### src/bta_pkg.sv
// Shared types and constants for the boundary-tag first-fit allocator.
`timescale 1ns / 1ps

package bta_pkg;

    typedef enum logic [4:0] {
        ST_INIT,
        ST_IDLE,
        ST_DECODE,
        ST_FIT_CHK,
        ST_FIT_EVAL,
        ST_GROW,
        ST_GROW_W0,
        ST_GROW_W1,
        ST_GROW_W2,
        ST_MRG_RP,
        ST_MRG_PE,
        ST_MRG_NE,
        ST_MRG_W0,
        ST_MRG_W1,
        ST_CRV_W0,
        ST_CRV_W1,
        ST_CRV_W2,
        ST_CRV_W3,
        ST_LIV_CHK,
        ST_LIV_EVAL,
        ST_REL_W0,
        ST_REL_W1,
        ST_RESP
    } state_t;

    localparam logic       KIND_ALLOC   = 1'b0;
    localparam logic       KIND_RELEASE = 1'b1;

    localparam logic [1:0] STAT_OK   = 2'd0;
    localparam logic [1:0] STAT_ZERO = 2'd1;
    localparam logic [1:0] STAT_FULL = 2'd2;

    localparam int OFF_W  = 18;
    localparam int REQ_W  = 19;
    localparam int STAT_W = 2;

    localparam int FIRST_PAYLOAD = 16;
    localparam int MIN_SPLIT     = 16;
    localparam int INIT_CHUNK    = 4096;
    localparam int INIT_BREAK    = 4112;
    localparam int INIT_LAST     = 5;

endpackage

### src/bta_seq.sv
// Sequencer: block walk, heap growth, coalescing and splitting over the tag memory.
`timescale 1ns / 1ps

module bta_seq #(
    parameter int HEAP_WORDS  = 65536,
    parameter int CHUNK_BYTES = 4096,
    parameter int WAW         = 16,
    parameter int BW          = 19
) (
    input  logic                        aclk,
    input  logic                        aresetn,
    input  logic                        in_valid,
    output logic                        in_ready,
    input  logic                        in_kind,
    input  logic [bta_pkg::REQ_W-1:0]   in_req,
    input  logic [bta_pkg::OFF_W-1:0]   in_off,
    output logic                        res_valid,
    input  logic                        res_ready,
    output logic [bta_pkg::OFF_W-1:0]   res_off,
    output logic [bta_pkg::STAT_W-1:0]  res_stat,
    output logic                        mem_we,
    output logic [WAW-1:0]              mem_waddr,
    output logic [BW-1:0]               mem_wdata,
    output logic [WAW-1:0]              mem_raddr,
    input  logic [BW-1:0]               mem_rdata
);

    import bta_pkg::*;

    localparam int WW         = ((BW > 20) ? BW : 20) + 1;
    localparam int CHUNK_WDS  = CHUNK_BYTES / 4;
    localparam int GROW_MIN_I = (CHUNK_WDS + (CHUNK_WDS % 2)) * 4;
    localparam logic [WW-1:0] GROW_MIN   = WW'(GROW_MIN_I);
    localparam logic [WW-1:0] CHUNK_W    = WW'(CHUNK_BYTES);
    localparam logic [WW-1:0] HEAP_BYTES = WW'(HEAP_WORDS * 4);

    state_t state_reg, state_next;

    logic [2:0]        init_cnt_reg, init_cnt_next;
    logic              kind_reg, kind_next;
    logic [WW-1:0]     need_reg, need_next;
    logic [WW-1:0]     off_reg, off_next;
    logic [WW-1:0]     bp_reg, bp_next;
    logic [WW-1:0]     brk_reg, brk_next;
    logic [WW-1:0]     own_reg, own_next;
    logic [WW-1:0]     total_reg, total_next;
    logic [WW-1:0]     psz_reg, psz_next;
    logic              pfree_reg, pfree_next;
    logic [WW-1:0]     hdr_reg, hdr_next;
    logic [WW-1:0]     ftr_reg, ftr_next;
    logic [WW-1:0]     asz_reg, asz_next;
    logic              split_reg, split_next;
    logic [OFF_W-1:0]  res_off_reg, res_off_next;
    logic [STAT_W-1:0] stat_reg, stat_next;

    logic [WW-1:0] rd_sz;
    logic          rd_alloc;
    logic [WW-1:0] grow;
    logic          full;
    logic          fits;
    logic          split_now;
    logic [WW-1:0] nsz;

    function automatic logic [WAW-1:0] wa(input logic [WW-1:0] b);
        return b[WAW+1:2];
    endfunction

    assign rd_sz     = WW'({mem_rdata[BW-1:3], 3'b000});
    assign rd_alloc  = mem_rdata[0];
    assign grow      = (need_reg > CHUNK_W) ? need_reg : GROW_MIN;
    assign full      = (brk_reg + grow) > HEAP_BYTES;
    assign fits      = !rd_alloc && (rd_sz >= need_reg);
    assign split_now = total_reg >= (need_reg + WW'(MIN_SPLIT));
    assign nsz       = rd_alloc ? '0 : rd_sz;

    always_ff @(posedge aclk) begin
        if (!aresetn) begin
            state_reg    <= ST_INIT;
            init_cnt_reg <= '0;
            brk_reg      <= WW'(INIT_BREAK);
        end else begin
            state_reg    <= state_next;
            init_cnt_reg <= init_cnt_next;
            brk_reg      <= brk_next;
        end
    end

    always_ff @(posedge aclk) begin
        kind_reg    <= kind_next;
        need_reg    <= need_next;
        off_reg     <= off_next;
        bp_reg      <= bp_next;
        own_reg     <= own_next;
        total_reg   <= total_next;
        psz_reg     <= psz_next;
        pfree_reg   <= pfree_next;
        hdr_reg     <= hdr_next;
        ftr_reg     <= ftr_next;
        asz_reg     <= asz_next;
        split_reg   <= split_next;
        res_off_reg <= res_off_next;
        stat_reg    <= stat_next;
    end

    always_comb begin
        state_next = state_reg;
        case (state_reg)
            ST_INIT: begin
                if (init_cnt_reg == 3'(INIT_LAST)) state_next = ST_IDLE;
            end
            ST_IDLE: begin
                if (in_valid) state_next = ST_DECODE;
            end
            ST_DECODE: begin
                if (kind_reg == KIND_RELEASE) state_next = ST_LIV_CHK;
                else if (need_reg == WW'(8)) state_next = ST_RESP;
                else state_next = ST_FIT_CHK;
            end
            ST_FIT_CHK: begin
                state_next = (bp_reg < brk_reg) ? ST_FIT_EVAL : ST_GROW;
            end
            ST_FIT_EVAL: begin
                if (rd_sz == '0) state_next = ST_GROW;
                else if (fits) state_next = ST_CRV_W0;
                else state_next = ST_FIT_CHK;
            end
            ST_GROW: begin
                state_next = full ? ST_RESP : ST_GROW_W0;
            end
            ST_GROW_W0: state_next = ST_GROW_W1;
            ST_GROW_W1: state_next = ST_GROW_W2;
            ST_GROW_W2: state_next = ST_MRG_RP;
            ST_MRG_RP:  state_next = ST_MRG_PE;
            ST_MRG_PE:  state_next = ST_MRG_NE;
            ST_MRG_NE: begin
                if (!pfree_reg && rd_alloc)
                    state_next = (kind_reg == KIND_ALLOC) ? ST_CRV_W0 : ST_RESP;
                else
                    state_next = ST_MRG_W0;
            end
            ST_MRG_W0: state_next = ST_MRG_W1;
            ST_MRG_W1: begin
                state_next = (kind_reg == KIND_ALLOC) ? ST_CRV_W0 : ST_RESP;
            end
            ST_CRV_W0: state_next = ST_CRV_W1;
            ST_CRV_W1: state_next = split_reg ? ST_CRV_W2 : ST_RESP;
            ST_CRV_W2: state_next = ST_CRV_W3;
            ST_CRV_W3: state_next = ST_RESP;
            ST_LIV_CHK: begin
                state_next = (bp_reg < brk_reg) ? ST_LIV_EVAL : ST_RESP;
            end
            ST_LIV_EVAL: begin
                if (rd_sz == '0 || bp_reg > off_reg) state_next = ST_RESP;
                else if (bp_reg == off_reg) state_next = rd_alloc ? ST_REL_W0 : ST_RESP;
                else state_next = ST_LIV_CHK;
            end
            ST_REL_W0: state_next = ST_REL_W1;
            ST_REL_W1: state_next = ST_MRG_RP;
            ST_RESP: begin
                if (res_ready) state_next = ST_IDLE;
            end
            default: state_next = ST_INIT;
        endcase
    end

    always_comb begin
        init_cnt_next = init_cnt_reg;
        kind_next     = kind_reg;
        need_next     = need_reg;
        off_next      = off_reg;
        bp_next       = bp_reg;
        brk_next      = brk_reg;
        own_next      = own_reg;
        total_next    = total_reg;
        psz_next      = psz_reg;
        pfree_next    = pfree_reg;
        hdr_next      = hdr_reg;
        ftr_next      = ftr_reg;
        asz_next      = asz_reg;
        split_next    = split_reg;
        res_off_next  = res_off_reg;
        stat_next     = stat_reg;
        mem_we        = 1'b0;
        mem_waddr     = '0;
        mem_wdata     = '0;
        mem_raddr     = '0;
        in_ready      = 1'b0;
        res_valid     = 1'b0;
        case (state_reg)
            ST_INIT: begin
                mem_we        = 1'b1;
                init_cnt_next = init_cnt_reg + 3'd1;
                case (init_cnt_reg)
                    3'd0: begin
                        mem_waddr = WAW'(0);
                        mem_wdata = '0;
                    end
                    3'd1: begin
                        mem_waddr = WAW'(1);
                        mem_wdata = BW'(9);
                    end
                    3'd2: begin
                        mem_waddr = WAW'(2);
                        mem_wdata = BW'(9);
                    end
                    3'd3: begin
                        mem_waddr = WAW'(3);
                        mem_wdata = BW'(INIT_CHUNK);
                    end
                    3'd4: begin
                        mem_waddr = WAW'(INIT_CHUNK / 4 + 2);
                        mem_wdata = BW'(INIT_CHUNK);
                    end
                    default: begin
                        mem_waddr = WAW'(INIT_CHUNK / 4 + 3);
                        mem_wdata = BW'(1);
                    end
                endcase
            end
            ST_IDLE: begin
                in_ready     = 1'b1;
                kind_next    = in_kind;
                need_next    = ((WW'(in_req) + WW'(7)) & ~WW'(7)) + WW'(8);
                off_next     = WW'(in_off);
                bp_next      = WW'(FIRST_PAYLOAD);
                res_off_next = '0;
                stat_next    = STAT_OK;
            end
            ST_DECODE: begin
                if (kind_reg == KIND_ALLOC && need_reg == WW'(8)) stat_next = STAT_ZERO;
            end
            ST_FIT_CHK: begin
                mem_raddr = wa(bp_reg - WW'(4));
            end
            ST_FIT_EVAL: begin
                if (rd_sz != '0) begin
                    if (fits) total_next = rd_sz;
                    else bp_next = bp_reg + rd_sz;
                end
            end
            ST_GROW: begin
                if (full) begin
                    stat_next = STAT_FULL;
                end else begin
                    bp_next  = brk_reg;
                    brk_next = brk_reg + grow;
                    own_next = grow;
                end
            end
            ST_GROW_W0: begin
                mem_we    = 1'b1;
                mem_waddr = wa(bp_reg - WW'(4));
                mem_wdata = BW'(own_reg);
            end
            ST_GROW_W1: begin
                mem_we    = 1'b1;
                mem_waddr = wa(bp_reg + own_reg - WW'(8));
                mem_wdata = BW'(own_reg);
            end
            ST_GROW_W2: begin
                mem_we    = 1'b1;
                mem_waddr = wa(bp_reg + own_reg - WW'(4));
                mem_wdata = BW'(1);
            end
            ST_MRG_RP: begin
                mem_raddr = wa(bp_reg - WW'(8));
            end
            ST_MRG_PE: begin
                pfree_next = !rd_alloc;
                psz_next   = rd_alloc ? '0 : rd_sz;
                mem_raddr  = wa(bp_reg + own_reg - WW'(4));
            end
            ST_MRG_NE: begin
                total_next = own_reg + psz_reg + nsz;
                hdr_next   = bp_reg - psz_reg - WW'(4);
                ftr_next   = bp_reg + own_reg + nsz - WW'(8);
                bp_next    = bp_reg - psz_reg;
            end
            ST_MRG_W0: begin
                mem_we    = 1'b1;
                mem_waddr = wa(hdr_reg);
                mem_wdata = BW'(total_reg);
            end
            ST_MRG_W1: begin
                mem_we    = 1'b1;
                mem_waddr = wa(ftr_reg);
                mem_wdata = BW'(total_reg);
            end
            ST_CRV_W0: begin
                split_next = split_now;
                asz_next   = split_now ? need_reg : total_reg;
                mem_we     = 1'b1;
                mem_waddr  = wa(bp_reg - WW'(4));
                mem_wdata  = BW'(split_now ? need_reg : total_reg) | BW'(1);
            end
            ST_CRV_W1: begin
                mem_we       = 1'b1;
                mem_waddr    = wa(bp_reg + asz_reg - WW'(8));
                mem_wdata    = BW'(asz_reg) | BW'(1);
                res_off_next = bp_reg[OFF_W-1:0];
            end
            ST_CRV_W2: begin
                mem_we    = 1'b1;
                mem_waddr = wa(bp_reg + asz_reg - WW'(4));
                mem_wdata = BW'(total_reg - asz_reg);
            end
            ST_CRV_W3: begin
                mem_we    = 1'b1;
                mem_waddr = wa(bp_reg + total_reg - WW'(8));
                mem_wdata = BW'(total_reg - asz_reg);
            end
            ST_LIV_CHK: begin
                mem_raddr = wa(bp_reg - WW'(4));
            end
            ST_LIV_EVAL: begin
                if (rd_sz != '0 && bp_reg <= off_reg) begin
                    if (bp_reg == off_reg) own_next = rd_sz;
                    else bp_next = bp_reg + rd_sz;
                end
            end
            ST_REL_W0: begin
                mem_we    = 1'b1;
                mem_waddr = wa(bp_reg - WW'(4));
                mem_wdata = BW'(own_reg);
            end
            ST_REL_W1: begin
                mem_we    = 1'b1;
                mem_waddr = wa(bp_reg + own_reg - WW'(8));
                mem_wdata = BW'(own_reg);
            end
            ST_RESP: begin
                res_valid = 1'b1;
            end
            default: begin
            end
        endcase
    end

    assign res_off  = res_off_reg;
    assign res_stat = stat_reg;

endmodule

### config.mk
export PLATFORM = sky130hd
export DESIGN_NAME = bta_seq
export DESIGN_NICKNAME = d
export VERILOG_FILES = /design/src/bta_pkg.sv /design/src/bta_seq.sv
export SDC_FILE = /design/constraint.sdc
export NUM_CORES = 1
export LEC_CHECK = 0
export BUFFER_PORTS_ARGS = -buffer_cell sky130_fd_sc_hd__buf_2
export CORE_UTILIZATION = 50
export CTS_CLUSTER_DIAMETER = 80
export CTS_CLUSTER_SIZE = 20
export DETAILED_ROUTE_END_ITERATION = 6
export GPL_TIMING_DRIVEN = 0
export PLACE_DENSITY = 0.68
export SLEW_MARGIN = 30
export SYNTH_ARGS = -nofsm -noshare
export SYNTH_HDL_FRONTEND = slang
export SYNTH_SLANG_ARGS = --single-unit
export TNS_END_PERCENT = 1
### constraint.sdc
create_clock -name aclk -period 8.8 [get_ports aclk]
set_input_delay 0.88 -clock aclk [delete_from_list [all_inputs] [get_ports aclk]]
set_output_delay 0.88 -clock aclk [all_outputs]
set_load 0.05 [all_outputs]
Yosys cells after proc, flatten, opt, wreduce, memory -nomap -nowiden:

Index checks and enable logic that the tools add are counted.

* add/subtract/negate cells: 23
* $mul: 0
* divide/modulo/power cells: 0
* order comparisons: 7
* equal/unequal tests: 41
* shifts and indexed selects: 0
* muxes and demuxes: 45
* bitwise gates (word level): 2
* reductions and logical operators: 32

Operator list (number)
* $mux W21: 11
* $pmux W16 S9: 1
* $pmux W19 S7: 1
* $pmux W5 S22: 1
* $pmux W21 S5: 1
* $sub A18 B4 Y18 const B: 5
* $pmux W21 S2: 2
* $add A18 B18 Y18: 4
* $sub A18 B3 Y18 const B: 4
* $add A21 B19 Y21: 3
* $pmux W11 S5: 1
* $pmux W16 S3: 1
* $eq A5 B4 Y1 const B: 8
* $mux W5: 8
* $pmux W13 S3: 1
* $mux W19: 2
* $pmux W18 S2: 1
* $eq A5 B5 Y1 const B: 7
* $ne A2 B2 Y1 const B: 12
* $add A20 B4 Y21 const B: 1
* $add A21 B21 Y21: 1
* $add A21 B5 Y21 const B: 1
* $eq A21 B18 Y1: 1
* $eq A21 B4 Y1 const B: 1
* 41 further kinds: 71

* register bits after elaboration: 228
* latch bits: 0
* bits in writable memories: 0
* bits in read-only memories: 0
* input port bits: 61
* output and inout bits: 74
* word-level logic and storage cells: 167
* memories kept: 0

Logic depth before layout (Yosys ltp):

* depth after elaboration: 6
* gate-level depth with buffers: 19
* gate-level depth less buffers: 18

Worst setup path before layout:

Ideal clock, no wire load.

* path type: flip-flop to flip-flop
* from: register need_reg[6]
* to: register bp_reg[10], enable pin
* setup time: 0.421 ns
* arrival: 4.741 ns
* required time: 8.379 ns
* slack: 3.638 ns
* cell stages (with the launch flop): 19
* path buffers: 0
* clock period less this slack: 5.162 ns
* path through: edfxtp_1 nor4_1 nand2_1 o21ai_1 nand2_1 and2_1 ha_1 inv_1 fa_1 nor2b_1 o31ai_1 nor2b_1 xor2_1 nand4_1 nor4_1 a41oi_1 a21oi_1 nor2_1 a211oi_1

* longest elaborated chain between the ends: 6
* elaborated cells on any way between the ends: 9
* those cells by class: add/sub (1); order compare (3); eq/ne (2); mux (1); reduce/logical (2)

RTL lines
* start: declaration: RTL line bta_seq.sv:41 `logic [WW-1:0] need_reg, need_next;`
* start signal: assignment: RTL line bta_seq.sv:90 `need_reg <= need_next;`
* $gt A21 B13 Y1: RTL line bta_seq.sv:70 `assign grow = (need_reg > CHUNK_W) ? need_reg : GROW_MIN;`
* $mux W21: RTL line bta_seq.sv:70
* $add A21 B21 Y21: RTL line bta_seq.sv:71 `assign full = (brk_reg + grow) > HEAP_BYTES;`
* $gt A21 B19 Y1: RTL line bta_seq.sv:71
* $ne A2 B2 Y1 (no source line)
* $reduce_and A6 Y1 (no source line) (*)
* end signal: assignment: RTL line bta_seq.sv:92 `bp_reg <= bp_next;`
* end: declaration: RTL line bta_seq.sv:43 `logic [WW-1:0] bp_reg, bp_next;`

Every way passes the cells marked *; elsewhere a longest branch is shown, timed or not.
A chain may end at the register's enable or synchronous reset.

Worst setup path in the final report:

* from: register bp_reg[3]
* to: output mem_waddr[15]

* longest elaborated chain between the ends: 3
* elaborated cells on any way between the ends: 10
* those cells by class: add/sub (9); mux (1)

RTL lines
* $add A18 B18 Y18 (on tied branches)
* $sub A18 B4 Y18 (tied with other cells): RTL line bta_seq.sv:257, bta_seq.sv:328
* $pmux W16 S9 (*): RTL line bta_seq.sv:189 `case (state_reg)`
* end: declaration: RTL line bta_seq.sv:22 `output logic [WAW-1:0] mem_waddr,`

Marks and branches as above.

==> reports/results.ini <==
[power_and_ir_drop]
power_frac_seq_pct = 41.3
power_density_mw_per_mm2 = 118
p_sw_mw = 0.872
peakVddDrop_v = 0.000159
combPwrFrac_pct = 26.3
intPower_mw = 1.74
p_clk_share_pct = 32.3
sw_frac_of_total_pct = 33.4
leakagePower_nw = 9.46

[critical_path]
crit_required_ps = 7920
critPathArrivalTime_ps = 5650
timing.rr.end = own_reg[4]
r2r_setup_slack_ps = 2940
start_kind = flop
criticalPathCategory = reg2out
reg2reg_from = need_reg[4]
rr_worst_depth = 19
end_kind = primary output
crit_fanout = 7
cp-startpoint = bp_reg[3]
cp-endpoint = mem_waddr[15]

[clock_tree]
ctsHoldBuffers = 0
cts_sinks = 198
clock_latency_ps = 480
htree_levels = 4
numCtsBuffers = 17
cts_tree = yes
clkTransAtPathRegs_ps = 80
cts_buffer_depth = 2
clockRootBuffer = clkbuf_16
post_cts_resized = 0
postCtsSetupRepairBufs = 0

[timing]
max_freq_mhz = 153
drv_slew = 0
fin_ws_ps = 2270
timing.final.crit_share_pct = 74.2
hold_viol = 0
post-route-min-period_ps = 6530
rsz0062_at_grt = false
fin_skew_ps = 15.5
setup_viol = 0
worst_pin_slew_ps = 1030
max_slew_margin_pct = 31.3
setup-tns-final_ps = 0

[global_routing]
grt_antenna_before_repair = 1
grt_use_total_pct = 38.3
grt_pass1_vias = 18400
grt_max_degree = 27
overflow = 0
grt_pass1_wl_mm = 115

[cells_and_area]
syn_to_final_growth_pct = 10.3
diodes = 0
layout_commonest_cell = inv_1
drive_above_1_share_pct = 9.54
nNetsFinal = 2798
most-common-layout-cells = 252 x inv_1, 241 x ha_1, 183 x nand2_1

[logic_synthesis]
ys_seq_area_share_pct = 28.3
yosysWarningCount = 0
synthArstFlopShare_pct = 0
avgSynthCellArea_um2 = 8.67
synth_area_mm2 = 0.0201
ys_seq_elements = 198
synthCells = 2314
synth_flop_cell = edfxtp_1
synthDistinctLibCells = 90
synth_edf_count = 172

[detailed_routing]
first_iter_violations = 1907
ant_nets = 0
first_pass_iters = 7
vias_per_cell = 6.37
vias = 19200
wl_mm = 78.6
drc = 1
wl_per_cell_um = 26.1

[job]
drv_cap = 0

[place]
gp_congestion = 0.989
portBuffers = 126
hpwl_mm = 62.7
pre_cts_ws_ps = 2930

[floorplan]
coreArea_mm2 = 0.0396
ios = 135
die_w_um = 202
die_area_mm2 = 0.0409
std_cell_rows = 73
die_h_um = 202
start_util_pct = 50.6

[outcome]
violations = design-rule violations
status = finished, violations left

[hold_path]
min_path_type = reg2reg

logic make-up after synthesis:
kind of cell	share of synthesized area, %
AO/OA/AOI/OAI	20.4
XOR/XNOR	8.78
adder cells (fa/ha/maj)	17.5
buffers and inverters	6.27
flip-flops	28.3
multiplexers	2.00
other	0.0187
AND/OR/NAND/NOR	16.7
worst max-delay path: stages (launching register included):
cell	delay, ps
edfxtp_1	710
ha_1	390
fa_1	430
a211oi_1	550
o21ai_0	310
a211o_1	340
a211oi_1	720
nand3_1	300
nor4_1	410
xnor2_1	220
o221ai_1	170
a21oi_1	160
o21ai_0	170
buf_2	270
synthesized netlist by cell type, drive strengths merged (25+ instances only):
cell type,count,area share [%]
inv,253,4.7
ha,241,15
nand2,183,3.4
edfxtp,172,26
o21ai,142,3.6
xnor2,142,6.2
nor2,141,2.6
a21oi,125,3.2
nor3,65,1.6
clkbuf,61,1.1
xor2,59,2.6
nand3,57,1.4
a21o,50,1.9
and2,35,1.1
mux2i,30,1.5
a211oi,27,1.1
nor2b,27,0.85
and3,26,0.81
dfxtp,26,2.6
o211ai,25,0.94
per-stage QoR:
step	total power [mW]	cell area [um^2]	utilization [%]	hold WS, ps	cells
floorplan	1.56	20100	-	460	2319
global placement	1.75	21400	53.9	484	2970
detailed placement	1.77	21500	54.3	494	2978
CTS	2.59	22100	55.8	503	3010
global route	2.69	22100	55.8	529	3010
finish	2.61	22100	55.8	505	3010
worst min-delay path by stage:
stage / startpoint / depth (start not counted) / endpoint
floorplan: brk_reg[19] / 2 / brk_reg[19]
global placement: init_cnt_reg[1] / 2 / init_cnt_reg[1]
detailed placement: init_cnt_reg[1] / 2 / init_cnt_reg[1]
CTS: init_cnt_reg[1] / 2 / init_cnt_reg[1]
global route: init_cnt_reg[1] / 2 / init_cnt_reg[1]
finish: init_cnt_reg[1] / 2 / init_cnt_reg[1]
layer usage:
layer | vias up | share of wire [%] | track usage [%] | wire length, um
li1 | 8746 | - | - | -
met1 | 9184 | 39 | 47.8 | 30800
met2 | 985 | 45 | 61.3 | 35300
met3 | 267 | 8.8 | 6.80 | 6910
met4 | 0 | 7.2 | 24.3 | 5680
met5 | - | 0 | 0 | 0
power by group through the flow:
stage / logic (mW) / clock network [mW] / registers (mW)
4_1_cts: 0.673 / 0.841 / 1.08
5_1_grt: 0.741 / 0.871 / 1.08
2_1_floorplan: 0.461 / 0 / 1.10
3_5_place_dp: 0.670 / 0 / 1.10
3_3_place_gp: 0.655 / 0 / 1.10
6_report: 0.686 / 0.843 / 1.08
cell type report:
class | instances | area (um^2)
fillers | 3793 | 17500
clock buffers | 17 | 425
flip-flops and latches | 198 | 5690
well taps | 525 | 657
multi-input cells | 1792 | 13200
clock inverters | 15 | 179
repair buffers | 134 | 738
plain buffers | 75 | 307
inverters | 254 | 953
(Power assumes the default switching activity.)
